===== src/rtl/led_matrix_chain_dirty_row_refresh_assert.svh =====
// Assertion macros used by the LED matrix refresh back end.
`ifndef LED_MATRIX_CHAIN_DIRTY_ROW_REFRESH_ASSERT_SVH
`define LED_MATRIX_CHAIN_DIRTY_ROW_REFRESH_ASSERT_SVH
`ifndef SYNTHESIS
// Check outside reset.
`define LMCDR_ASSERT(lbl, prop) \
	lbl: assert property (@(posedge clk) disable iff (!arst_n) prop) \
		else $error("lmcdr: assertion failed");
// Check on every edge, reset included.
`define LMCDR_ASSERT_ALWAYS(lbl, prop) \
	lbl: assert property (@(posedge clk) prop) \
		else $error("lmcdr: assertion failed");
`else
`define LMCDR_ASSERT(lbl, prop)
`define LMCDR_ASSERT_ALWAYS(lbl, prop)
`endif
`endif


===== src/rtl/lmcdr_pkg.sv =====
// Types, constants and helpers for the LED matrix refresh block.
`default_nettype none
package lmcdr_pkg;
	localparam int MAX_MODULES = 4;
	localparam int COL_MODULES = 4;
	localparam int CHAIN_CAP = (MAX_MODULES < COL_MODULES) ? MAX_MODULES : COL_MODULES;
	localparam int MOD_W = (MAX_MODULES > 1) ? $clog2(MAX_MODULES) : 1;
	localparam int IDX_W = MOD_W + 3;
	localparam int FRAME_DEPTH = MAX_MODULES * 8;
	localparam int CNT_W = $clog2(CHAIN_CAP + 1);
	localparam int QUEUE_DEPTH = 4;
	localparam int QPTR_W = $clog2(QUEUE_DEPTH);

	// device registers
	localparam logic [3:0] REG_DECODE = 4'h9;
	localparam logic [3:0] REG_INTENSITY = 4'hA;
	localparam logic [3:0] REG_SCAN_LIMIT = 4'hB;
	localparam logic [3:0] REG_SHUTDOWN = 4'hC;
	localparam logic [3:0] REG_DISPLAY_TEST = 4'hF;
	localparam logic [7:0] DATA_SCAN_ALL = 8'h07;
	localparam logic [7:0] DATA_NORMAL_OP = 8'h01;

	localparam logic [2:0] PH_DECODE = 3'd0;
	localparam logic [2:0] PH_INTENSITY = 3'd1;
	localparam logic [2:0] PH_SCAN_LIMIT = 3'd2;
	localparam logic [2:0] PH_SHUTDOWN = 3'd3;
	localparam logic [2:0] PH_DISPLAY_TEST = 3'd4;

	// configuration register indexes
	localparam logic CFG_CHAIN_LENGTH = 1'b0;
	localparam logic CFG_STARTUP_INTENSITY = 1'b1;

	typedef enum logic [1:0] {
		ACT_PIXEL = 2'd0,
		ACT_FLUSH = 2'd1,
		ACT_INTENSITY = 2'd2,
		ACT_INIT = 2'd3
	} action_t;

	typedef struct packed {
		action_t kind;
		logic [4:0] column;
		logic [2:0] row;
		logic pixel_on;
		logic only_if_changed;
		logic [3:0] level;
	} cmd_t;

	typedef struct packed {
		logic [CNT_W-1:0] chain;
		logic [3:0] startup_intensity;
	} cfg_t;

	function automatic logic [CNT_W-1:0] chain_used(input logic [2:0] len);
		logic [CNT_W-1:0] n;
		if (len == 3'd0) begin
			n = CNT_W'(1);
		end else if (int'(len) > CHAIN_CAP) begin
			n = CNT_W'(CHAIN_CAP);
		end else begin
			n = CNT_W'(len);
		end
		return n;
	endfunction

	function automatic logic [3:0] init_addr(input logic [2:0] phase);
		logic [3:0] a;
		unique case (phase)
			PH_DECODE: a = REG_DECODE;
			PH_INTENSITY: a = REG_INTENSITY;
			PH_SCAN_LIMIT: a = REG_SCAN_LIMIT;
			PH_SHUTDOWN: a = REG_SHUTDOWN;
			default: a = REG_DISPLAY_TEST;
		endcase
		return a;
	endfunction

	function automatic logic [7:0] init_data(input logic [2:0] phase, input logic [3:0] startup);
		logic [7:0] d;
		unique case (phase)
			PH_INTENSITY: d = {4'b0, startup};
			PH_SCAN_LIMIT: d = DATA_SCAN_ALL;
			PH_SHUTDOWN: d = DATA_NORMAL_OP;
			default: d = 8'h00;
		endcase
		return d;
	endfunction
endpackage
`default_nettype wire


===== src/rtl/lmcdr_front.sv =====
// Front end: config registers, request decode and filtering.
`default_nettype none
module lmcdr_front import lmcdr_pkg::*; (
	input wire logic clk,
	input wire logic arst_n,
	input wire logic s_tvalid,
	output logic s_tready,
	input wire logic [15:0] s_tdata,
	input wire logic [1:0] s_tuser,
	input wire logic cfg_valid,
	output logic cfg_ready,
	input wire logic cfg_index,
	input wire logic [3:0] cfg_data,
	output cfg_t cfg,
	output logic push,
	output cmd_t push_cmd,
	input wire logic q_full
);
	logic [2:0] chain_len_q;
	logic [3:0] startup_q;
	logic init_done_q;
	logic accept;
	logic in_range;
	logic keep;

	assign cfg_ready = 1'b1;
	assign s_tready = !q_full;
	assign accept = s_tvalid && s_tready;

	assign cfg.chain = chain_used(chain_len_q);
	assign cfg.startup_intensity = startup_q;

	always_comb begin
		push_cmd.kind = action_t'(s_tuser);
		push_cmd.column = s_tdata[4:0];
		push_cmd.row = s_tdata[7:5];
		push_cmd.pixel_on = s_tdata[8];
		push_cmd.only_if_changed = s_tdata[9];
		push_cmd.level = s_tdata[13:10];
	end

	// a column whose module lies beyond the chain is dropped here
	assign in_range = int'(push_cmd.column[4:3]) < int'(cfg.chain);

	always_comb begin
		unique case (push_cmd.kind)
			ACT_PIXEL: keep = in_range;
			ACT_INIT: keep = !init_done_q;
			default: keep = 1'b1;
		endcase
	end

	assign push = accept && keep;

	always_ff @(posedge clk or negedge arst_n) begin
		if (!arst_n) begin
			chain_len_q <= 3'd1;
			startup_q <= 4'd0;
			init_done_q <= 1'b0;
		end else begin
			if (cfg_valid && cfg_ready) begin
				unique case (cfg_index)
					CFG_CHAIN_LENGTH: chain_len_q <= cfg_data[2:0];
					CFG_STARTUP_INTENSITY: startup_q <= cfg_data;
				endcase
			end
			if (accept && push_cmd.kind == ACT_INIT) begin
				init_done_q <= 1'b1;
			end
		end
	end
endmodule
`default_nettype wire


===== src/rtl/lmcdr_queue.sv =====
// Short command queue between front end and sequencer.
`default_nettype none
module lmcdr_queue import lmcdr_pkg::*; (
	input wire logic clk,
	input wire logic arst_n,
	input wire logic push,
	input wire cmd_t push_cmd,
	output logic full,
	input wire logic pop,
	output cmd_t pop_cmd,
	output logic empty
);
	cmd_t entry_q [QUEUE_DEPTH];
	logic [QPTR_W-1:0] wr_ptr_q;
	logic [QPTR_W-1:0] rd_ptr_q;
	logic [QPTR_W:0] count_q;

	assign full = count_q == (QPTR_W+1)'(QUEUE_DEPTH);
	assign empty = count_q == '0;
	assign pop_cmd = entry_q[rd_ptr_q];

	always_ff @(posedge clk) begin
		if (push) begin
			entry_q[wr_ptr_q] <= push_cmd;
		end
	end

	always_ff @(posedge clk or negedge arst_n) begin
		if (!arst_n) begin
			wr_ptr_q <= '0;
			rd_ptr_q <= '0;
			count_q <= '0;
		end else begin
			if (push) begin
				wr_ptr_q <= wr_ptr_q + QPTR_W'(1);
			end
			if (pop) begin
				rd_ptr_q <= rd_ptr_q + QPTR_W'(1);
			end
			if (push && !pop) begin
				count_q <= count_q + (QPTR_W+1)'(1);
			end else if (pop && !push) begin
				count_q <= count_q - (QPTR_W+1)'(1);
			end
		end
	end
endmodule
`default_nettype wire


===== src/rtl/lmcdr_back.sv =====
// Back end: frame store, dirty flags, word sequencer and output register.
`default_nettype none
`include "led_matrix_chain_dirty_row_refresh_assert.svh"
module lmcdr_back import lmcdr_pkg::*; (
	input wire logic clk,
	input wire logic arst_n,
	input wire cfg_t cfg,
	input wire logic q_empty,
	input wire cmd_t q_cmd,
	output logic q_pop,
	output logic m_tvalid,
	input wire logic m_tready,
	output logic [15:0] m_tdata,
	output logic m_tuser,
	output logic m_tlast
);
	typedef enum logic [2:0] {
		ST_IDLE = 3'b001,
		ST_FLUSH = 3'b010,
		ST_BCAST = 3'b100
	} state_t;

	state_t state_q;
	logic [7:0] frame_q [FRAME_DEPTH];
	logic [7:0] dirty_q;
	logic [2:0] row_q;
	logic [CNT_W-1:0] mod_q;
	logic [2:0] phase_q;
	logic init_q;
	logic [3:0] level_q;
	logic out_v_q;
	logic [3:0] out_addr_q;
	logic [7:0] out_data_q;
	logic out_end_q;
	logic out_last_q;

	logic slot_free;
	logic load_out;
	logic [IDX_W-1:0] pix_idx;
	logic [IDX_W-1:0] fl_idx;
	logic [IDX_W-1:0] rd_idx;
	logic [7:0] rd_data;
	logic [7:0] mask;
	logic [7:0] new_byte;
	logic pix_write;
	logic row_dirty;
	logic higher_dirty;
	logic mod_one;
	logic [3:0] bc_addr;
	logic [7:0] bc_data;
	logic bc_last;

	assign slot_free = !out_v_q || m_tready;
	assign q_pop = (state_q == ST_IDLE) && !q_empty;
	assign load_out = slot_free
		&& ((state_q == ST_FLUSH && row_dirty) || state_q == ST_BCAST);

	assign pix_idx = IDX_W'({q_cmd.column[4:3], q_cmd.row});
	assign fl_idx = IDX_W'({mod_q - CNT_W'(1), row_q});
	// one read port: pixel update in idle, row fetch while flushing
	assign rd_idx = (state_q == ST_IDLE) ? pix_idx : fl_idx;
	assign rd_data = frame_q[rd_idx];

	assign mask = 8'd1 << q_cmd.column[2:0];
	assign new_byte = q_cmd.pixel_on ? (rd_data | mask) : (rd_data & ~mask);
	assign pix_write = q_pop && q_cmd.kind == ACT_PIXEL
		&& !(q_cmd.only_if_changed && new_byte == rd_data);

	assign row_dirty = dirty_q[row_q];
	assign higher_dirty = |(dirty_q & 8'(8'hFE << row_q));
	assign mod_one = mod_q == CNT_W'(1);

	assign bc_addr = init_q ? init_addr(phase_q) : REG_INTENSITY;
	assign bc_data = init_q ? init_data(phase_q, cfg.startup_intensity) : {4'b0, level_q};
	assign bc_last = mod_one && (!init_q || phase_q == PH_DISPLAY_TEST);

	assign m_tvalid = out_v_q;
	assign m_tdata = {4'b0, out_data_q, out_addr_q};
	assign m_tuser = out_end_q;
	assign m_tlast = out_last_q;

	always_ff @(posedge clk or negedge arst_n) begin
		if (!arst_n) begin
			state_q <= ST_IDLE;
			for (int i = 0; i < FRAME_DEPTH; i++) begin
				frame_q[i] <= 8'h00;
			end
			dirty_q <= 8'h00;
			row_q <= 3'd0;
			mod_q <= '0;
			phase_q <= PH_DECODE;
			init_q <= 1'b0;
			level_q <= 4'd0;
			out_v_q <= 1'b0;
			out_addr_q <= 4'd0;
			out_data_q <= 8'd0;
			out_end_q <= 1'b0;
			out_last_q <= 1'b0;
		end else begin
			if (load_out) begin
				out_v_q <= 1'b1;
			end else if (m_tready) begin
				out_v_q <= 1'b0;
			end
			unique case (state_q)
				ST_IDLE: begin
					if (q_pop) begin
						unique case (q_cmd.kind)
							ACT_PIXEL: begin
								if (pix_write) begin
									frame_q[pix_idx] <= new_byte;
									dirty_q <= dirty_q | (8'd1 << q_cmd.row);
								end
							end
							ACT_FLUSH: begin
								row_q <= 3'd0;
								mod_q <= cfg.chain;
								state_q <= ST_FLUSH;
							end
							ACT_INTENSITY: begin
								init_q <= 1'b0;
								level_q <= q_cmd.level;
								mod_q <= cfg.chain;
								state_q <= ST_BCAST;
							end
							ACT_INIT: begin
								init_q <= 1'b1;
								phase_q <= PH_DECODE;
								mod_q <= cfg.chain;
								state_q <= ST_BCAST;
							end
						endcase
					end
				end
				ST_FLUSH: begin
					if (!row_dirty) begin
						// skip a clean row
						if (row_q == 3'd7) begin
							dirty_q <= 8'h00;
							state_q <= ST_IDLE;
						end else begin
							row_q <= row_q + 3'd1;
						end
					end else if (slot_free) begin
						out_addr_q <= {1'b0, row_q} + 4'd1;
						out_data_q <= rd_data;
						out_end_q <= mod_one;
						out_last_q <= mod_one && !higher_dirty;
						if (mod_one) begin
							if (!higher_dirty) begin
								dirty_q <= 8'h00;
								state_q <= ST_IDLE;
							end else begin
								row_q <= row_q + 3'd1;
								mod_q <= cfg.chain;
							end
						end else begin
							mod_q <= mod_q - CNT_W'(1);
						end
					end
				end
				ST_BCAST: begin
					if (slot_free) begin
						out_addr_q <= bc_addr;
						out_data_q <= bc_data;
						out_end_q <= mod_one;
						out_last_q <= bc_last;
						if (mod_one) begin
							if (bc_last) begin
								state_q <= ST_IDLE;
							end else begin
								phase_q <= phase_q + 3'd1;
								mod_q <= cfg.chain;
							end
						end else begin
							mod_q <= mod_q - CNT_W'(1);
						end
					end
				end
				default: state_q <= ST_IDLE;
			endcase
		end
	end

	`LMCDR_ASSERT_ALWAYS(a_last_ends_transfer, (out_v_q && out_last_q) |-> out_end_q)
	`LMCDR_ASSERT(a_flush_clears_dirty, ($past(state_q) == ST_FLUSH && state_q == ST_IDLE) |-> dirty_q == 8'h00)
	`LMCDR_ASSERT(a_module_count_live, (state_q == ST_BCAST || state_q == ST_FLUSH) |-> mod_q != '0)
endmodule
`default_nettype wire


===== src/rtl/led_matrix_chain_dirty_row_refresh.sv =====
// Top level of the dirty-row refresh block for chained 8x8 LED matrix modules.
//
//  channel | direction | handshake          | payload
//  s_      | in        | s_tvalid/s_tready  | s_tuser: action; s_tdata: column, row,
//          |           |                    |   pixel_on, only_if_changed, level
//  m_      | out       | m_tvalid/m_tready  | m_tdata: register_address, register_data;
//          |           |                    |   m_tuser: transfer_end; m_tlast: last
//  cfg_    | in        | cfg_valid/cfg_ready| cfg_index, cfg_data
//
// The front end takes one request per cycle while its four-entry queue has room.
// The sequencer pops a request while idle (a pixel write finishes there); a flush then
// emits one word per module for each dirty row and skips each clean row, a broadcast
// one word per module, and an init one word per module for each of its five registers.
// Reset clears the frame store, dirty flags, init flag and queue at once.
// A stalled output holds its word; the sequencer waits, the queue keeps filling.
`default_nettype none
module led_matrix_chain_dirty_row_refresh import lmcdr_pkg::*; (
	input wire logic clk,
	input wire logic arst_n,
	input wire logic s_tvalid,
	output logic s_tready,
	// [4:0] column, [7:5] row, [8] pixel_on, [9] only_if_changed,
	// [13:10] level, [15:14] zero
	input wire logic [15:0] s_tdata,
	// [1:0] action
	input wire logic [1:0] s_tuser,
	output logic m_tvalid,
	input wire logic m_tready,
	// [3:0] register_address, [11:4] register_data, [15:12] zero
	output logic [15:0] m_tdata,
	// [0] transfer_end
	output logic m_tuser,
	output logic m_tlast,
	input wire logic cfg_valid,
	output logic cfg_ready,
	input wire logic cfg_index,
	input wire logic [3:0] cfg_data
);
	cfg_t cfg;
	logic push;
	cmd_t push_cmd;
	logic q_full;
	logic q_pop;
	cmd_t q_cmd;
	logic q_empty;

	lmcdr_front u_front (
		.clk(clk),
		.arst_n(arst_n),
		.s_tvalid(s_tvalid),
		.s_tready(s_tready),
		.s_tdata(s_tdata),
		.s_tuser(s_tuser),
		.cfg_valid(cfg_valid),
		.cfg_ready(cfg_ready),
		.cfg_index(cfg_index),
		.cfg_data(cfg_data),
		.cfg(cfg),
		.push(push),
		.push_cmd(push_cmd),
		.q_full(q_full)
	);

	lmcdr_queue u_queue (
		.clk(clk),
		.arst_n(arst_n),
		.push(push),
		.push_cmd(push_cmd),
		.full(q_full),
		.pop(q_pop),
		.pop_cmd(q_cmd),
		.empty(q_empty)
	);

	lmcdr_back u_back (
		.clk(clk),
		.arst_n(arst_n),
		.cfg(cfg),
		.q_empty(q_empty),
		.q_cmd(q_cmd),
		.q_pop(q_pop),
		.m_tvalid(m_tvalid),
		.m_tready(m_tready),
		.m_tdata(m_tdata),
		.m_tuser(m_tuser),
		.m_tlast(m_tlast)
	);
endmodule
`default_nettype wire


===== config.mk =====
export PLATFORM = sky130hd
export DESIGN_NAME = led_matrix_chain_dirty_row_refresh
export DESIGN_NICKNAME = d
export VERILOG_FILES = /design/src/rtl/lmcdr_pkg.sv /design/src/rtl/lmcdr_front.sv /design/src/rtl/lmcdr_queue.sv /design/src/rtl/lmcdr_back.sv /design/src/rtl/led_matrix_chain_dirty_row_refresh.sv
export VERILOG_INCLUDE_DIRS = /design/src /design/src/rtl
export SDC_FILE = /design/constraint.sdc
export NUM_CORES = 1
export LEC_CHECK = 0
export BUFFER_PORTS_ARGS = -buffer_cell sky130_fd_sc_hd__buf_2
export CORE_ASPECT_RATIO = 0.6
export CORE_MARGIN = 2
export CORE_UTILIZATION = 40
export DETAILED_ROUTE_END_ITERATION = 8
export HOLD_SLACK_MARGIN = 0.15
export SETUP_SLACK_MARGIN = 0.02
export SYNTH_ARGS = -nofsm -noshare
export SYNTH_HDL_FRONTEND = slang
export SYNTH_SLANG_ARGS = --single-unit
export TNS_END_PERCENT = 5

===== constraint.sdc =====
create_clock -name clk -period 9.61 [get_ports clk]
set_input_delay 0.961 -clock clk [delete_from_list [all_inputs] [get_ports clk]]
set_output_delay 0.961 -clock clk [all_outputs]
set_load 0.01 [all_outputs]

==> run metrics <==
Final setup viols=0; Relative slew margins=approximately 23%; Final Hold Viols=0; Total GRT Usage=between 20 and 25%; multi-input logic area=slightly below 8000 um2; Least-Margin Pin Slew=around 1.1 ns; most frequent cells after synthesis=309 x dfrtp_1, 226 x a22o_1, 149 x nand2_1; critical path type=reg -> reg; port buffer count=41; hold buffers post-CTS=0; Initial Util=40.50%; Worst setup SP type=register; largest net degree at the start of global routing=156; CP bufs+invs=2; area share of the largest cell type after synthesis=42.60%; Final Max Slew Viols=0; Mapped Area=18,150 um2; setup_tns=0 ns; Placer Congestion=about 0.91; pwr dens=roughly 410 nW/um2; I/O Pins=between 40 and 50; crit path cell chain=mux4_2, mux2i_4, buf_4, nand2_1, nand3_1, a21oi_1, a2111oi_1, a41oi_2, xnor2_1, o211ai_4, buf_4, o21ai_1, a22o_1; Leak Pwr=0.008623 uW; post-cts repair resize count=0; Pint=around 4200 uW; DR pass1 iterations=5; top-count cell post-synth=dfrtp_1; DP Wirelength=36.29 mm; Comb power frac=52.3%; CP delay by family, top=compound AO/OA/AOI/OAI gates; Max Clk Rate=about 150 MHz; clock power share=roughly 18%; synthesis-to-finish area growth=10.77%; cell count after synthesis=roughly 1.5k; sequential share of the synthesized area=53.47%; sw power=a little under 4000 uW; HP Class=in -> async; synth top area cells=dfrtp_1 43%, a22o_1 11%, edfxtp_1 11%; CP arrival=between 6 and 7 ns; Synth Register Bits=about 380; routed wire length=about 54 mm; CTS tree=yes; status=finished clean; row count=60; die area=47,160 um2; CP endpoint kind=register; Root Buffer Master=clkbuf_16; fill count=around 4k; # clock sinks=375; Final Skew=about 0.024 ns; worst-case vdd ir drop=0.6418 mV; initial antenna violation count=2; Worst Path Required=approximately 10 ns; Synth Warn #=0; synth unique cells=82; sequential fraction of design power=~30%; number of global-route vias before repair=12.64k; EDFF count, synth=64; Register Area=between 9000 and 10,000 um2; Post-CTS Setup Bufs=0; detailed-route DRC error count=0; fin crit share=about two thirds; largest area contributor in the netlist=dfrtp_1; post-route ant nets=0; GRT overflow=0; Final #Nets=around 1.6k; CTS Buf Count=36; RSZ-0062 raised after global routing=false; overall die width=between 200 and 300 um; layout cell share with drive strength beyond 1=roughly 15%; Mean Syn Cell Area=around 12 um2; vias post-DR=13.23k; Via density=just over 6; Clock Path Buffers=3; crit path time final=6.487 ns; DRT iter0 DRCs=between 1k and 1.5k; top_reg_cell synth=dfrtp_1; switching part of the total=between 40% and 50%; post-synthesis async set-or-reset flop share=between 80 and 90%; highest-delay cell along the critical path=dfrtp_1; core area=~45,000 um2; first-pass GRT wire length=slightly above 80 mm; H-Tree Level Count=2; Die H=between 150 and 200 um; post-placement worst setup slack=approximately 3.3 ns; Avg WL per Cell=approximately 25 um; Crit Path Max Fanout=50; fin worst setup slack=~3.1 ns; clk slew on worst S/H paths=roughly 0.060 ns; Worst-Skew Late Latency=0.54 ns; Max Cap Viol=0; slowest cell delay on critical path=approximately 1 ns; Crit path top cell by count=buf_4
[routing by layer]
layer	up-vias	share of wire [%]	track usage, %
met4	2	1.6	4.348
met1	6768	49	36.55
met5	-	0.099	0
li1	5779	-	-
met2	602	37	28.33
met3	74	12	8.613
[power groups by stage]
stage,clock network (uW),logic (uW),registers (uW)
2_1_floorplan,0,2880,2340
3_3_place_gp,0,4110,2450
3_5_place_dp,0,4180,2450
4_1_cts,1480,4190,2440
5_1_grt,1540,4520,2500
6_report,1460,4280,2450
[cell type report]
type	instances	share of cell area [%]
antenna	1	0.01244
clock buffer	57	5.426
clock inverter	8	0.4916
inverter	54	1.008
multi-input combinational	999	38.76
sequential	375	48.27
tap	589	3.665
timing repair buffer	74	2.365
[registers in the layout (all words and copies together) (netlist names), 4 cells and up]
name / flops
u_back.dirty_q: 8
u_back.out_data_q: 8
u_back.level_q: 4
u_queue.entry_q: 64
u_back.out_addr_q: 4
u_front.startup_q: 4
u_back.frame_q: 256
[stage by stage]
step                hold slack, ns  std cells  cell area (um2)  power [uW]  utilization, %
finish                      0.3964       2157            20110        8189           44.87
global route                0.4589       2156            20110        8560           44.86
CTS                         0.4348       2156            20110        8106           44.86
detailed placement          0.4360       2091            18920        6632           42.21
global placement            0.4293       2091            18920        6560           42.21
floorplan                   0.4146       1526            18160        5218               -
[logic make-up after synthesis]
group                      synth area share, %
AOI/OAI and AO/OA                        22.39
DFF                                      53.47
and+or+nand+nor                          8.637
buffers and inverters                    4.087
muxes                                    9.512
adders and majority gates                1.420
xor gates and xnor gates                0.4343
other                                  0.04137
[final timing paths]
kind,cells after the start,startpoint,slack (ns),end
worst min-delay path,1,arst_n,0.40,u_back.out_addr_q[1]$_DFFE_PN0P_
worst max register to register,13,u_queue.rd_ptr_q[1]$_DFFE_PN0P_,3.12,u_back.frame_q[111]$_DFFE_PN0P_
worst min register to register,2,u_front.init_done_q$_DFFE_PN0P_,0.45,u_front.init_done_q$_DFFE_PN0P_
worst max-delay path,13,u_queue.rd_ptr_q[1]$_DFFE_PN0P_,3.12,u_back.frame_q[111]$_DFFE_PN0P_
max in group asynchronous,2,arst_n,7.75,u_back.frame_q[236]$_DFFE_PN0P_
min in group clk,2,u_front.init_done_q$_DFFE_PN0P_,0.45,u_front.init_done_q$_DFFE_PN0P_
[layout by cell type, fill, tap and decap left out, drive strengths merged, types with 56 or more instances in the layout]
cell type / count
dfrtp: 309
a22o: 226
nand2: 149
mux2i: 108
nor2: 86
o21ai: 77
buf: 74
edfxtp: 64
clkbuf: 57
inv: 56
Power figures use the tool's default switching activity.
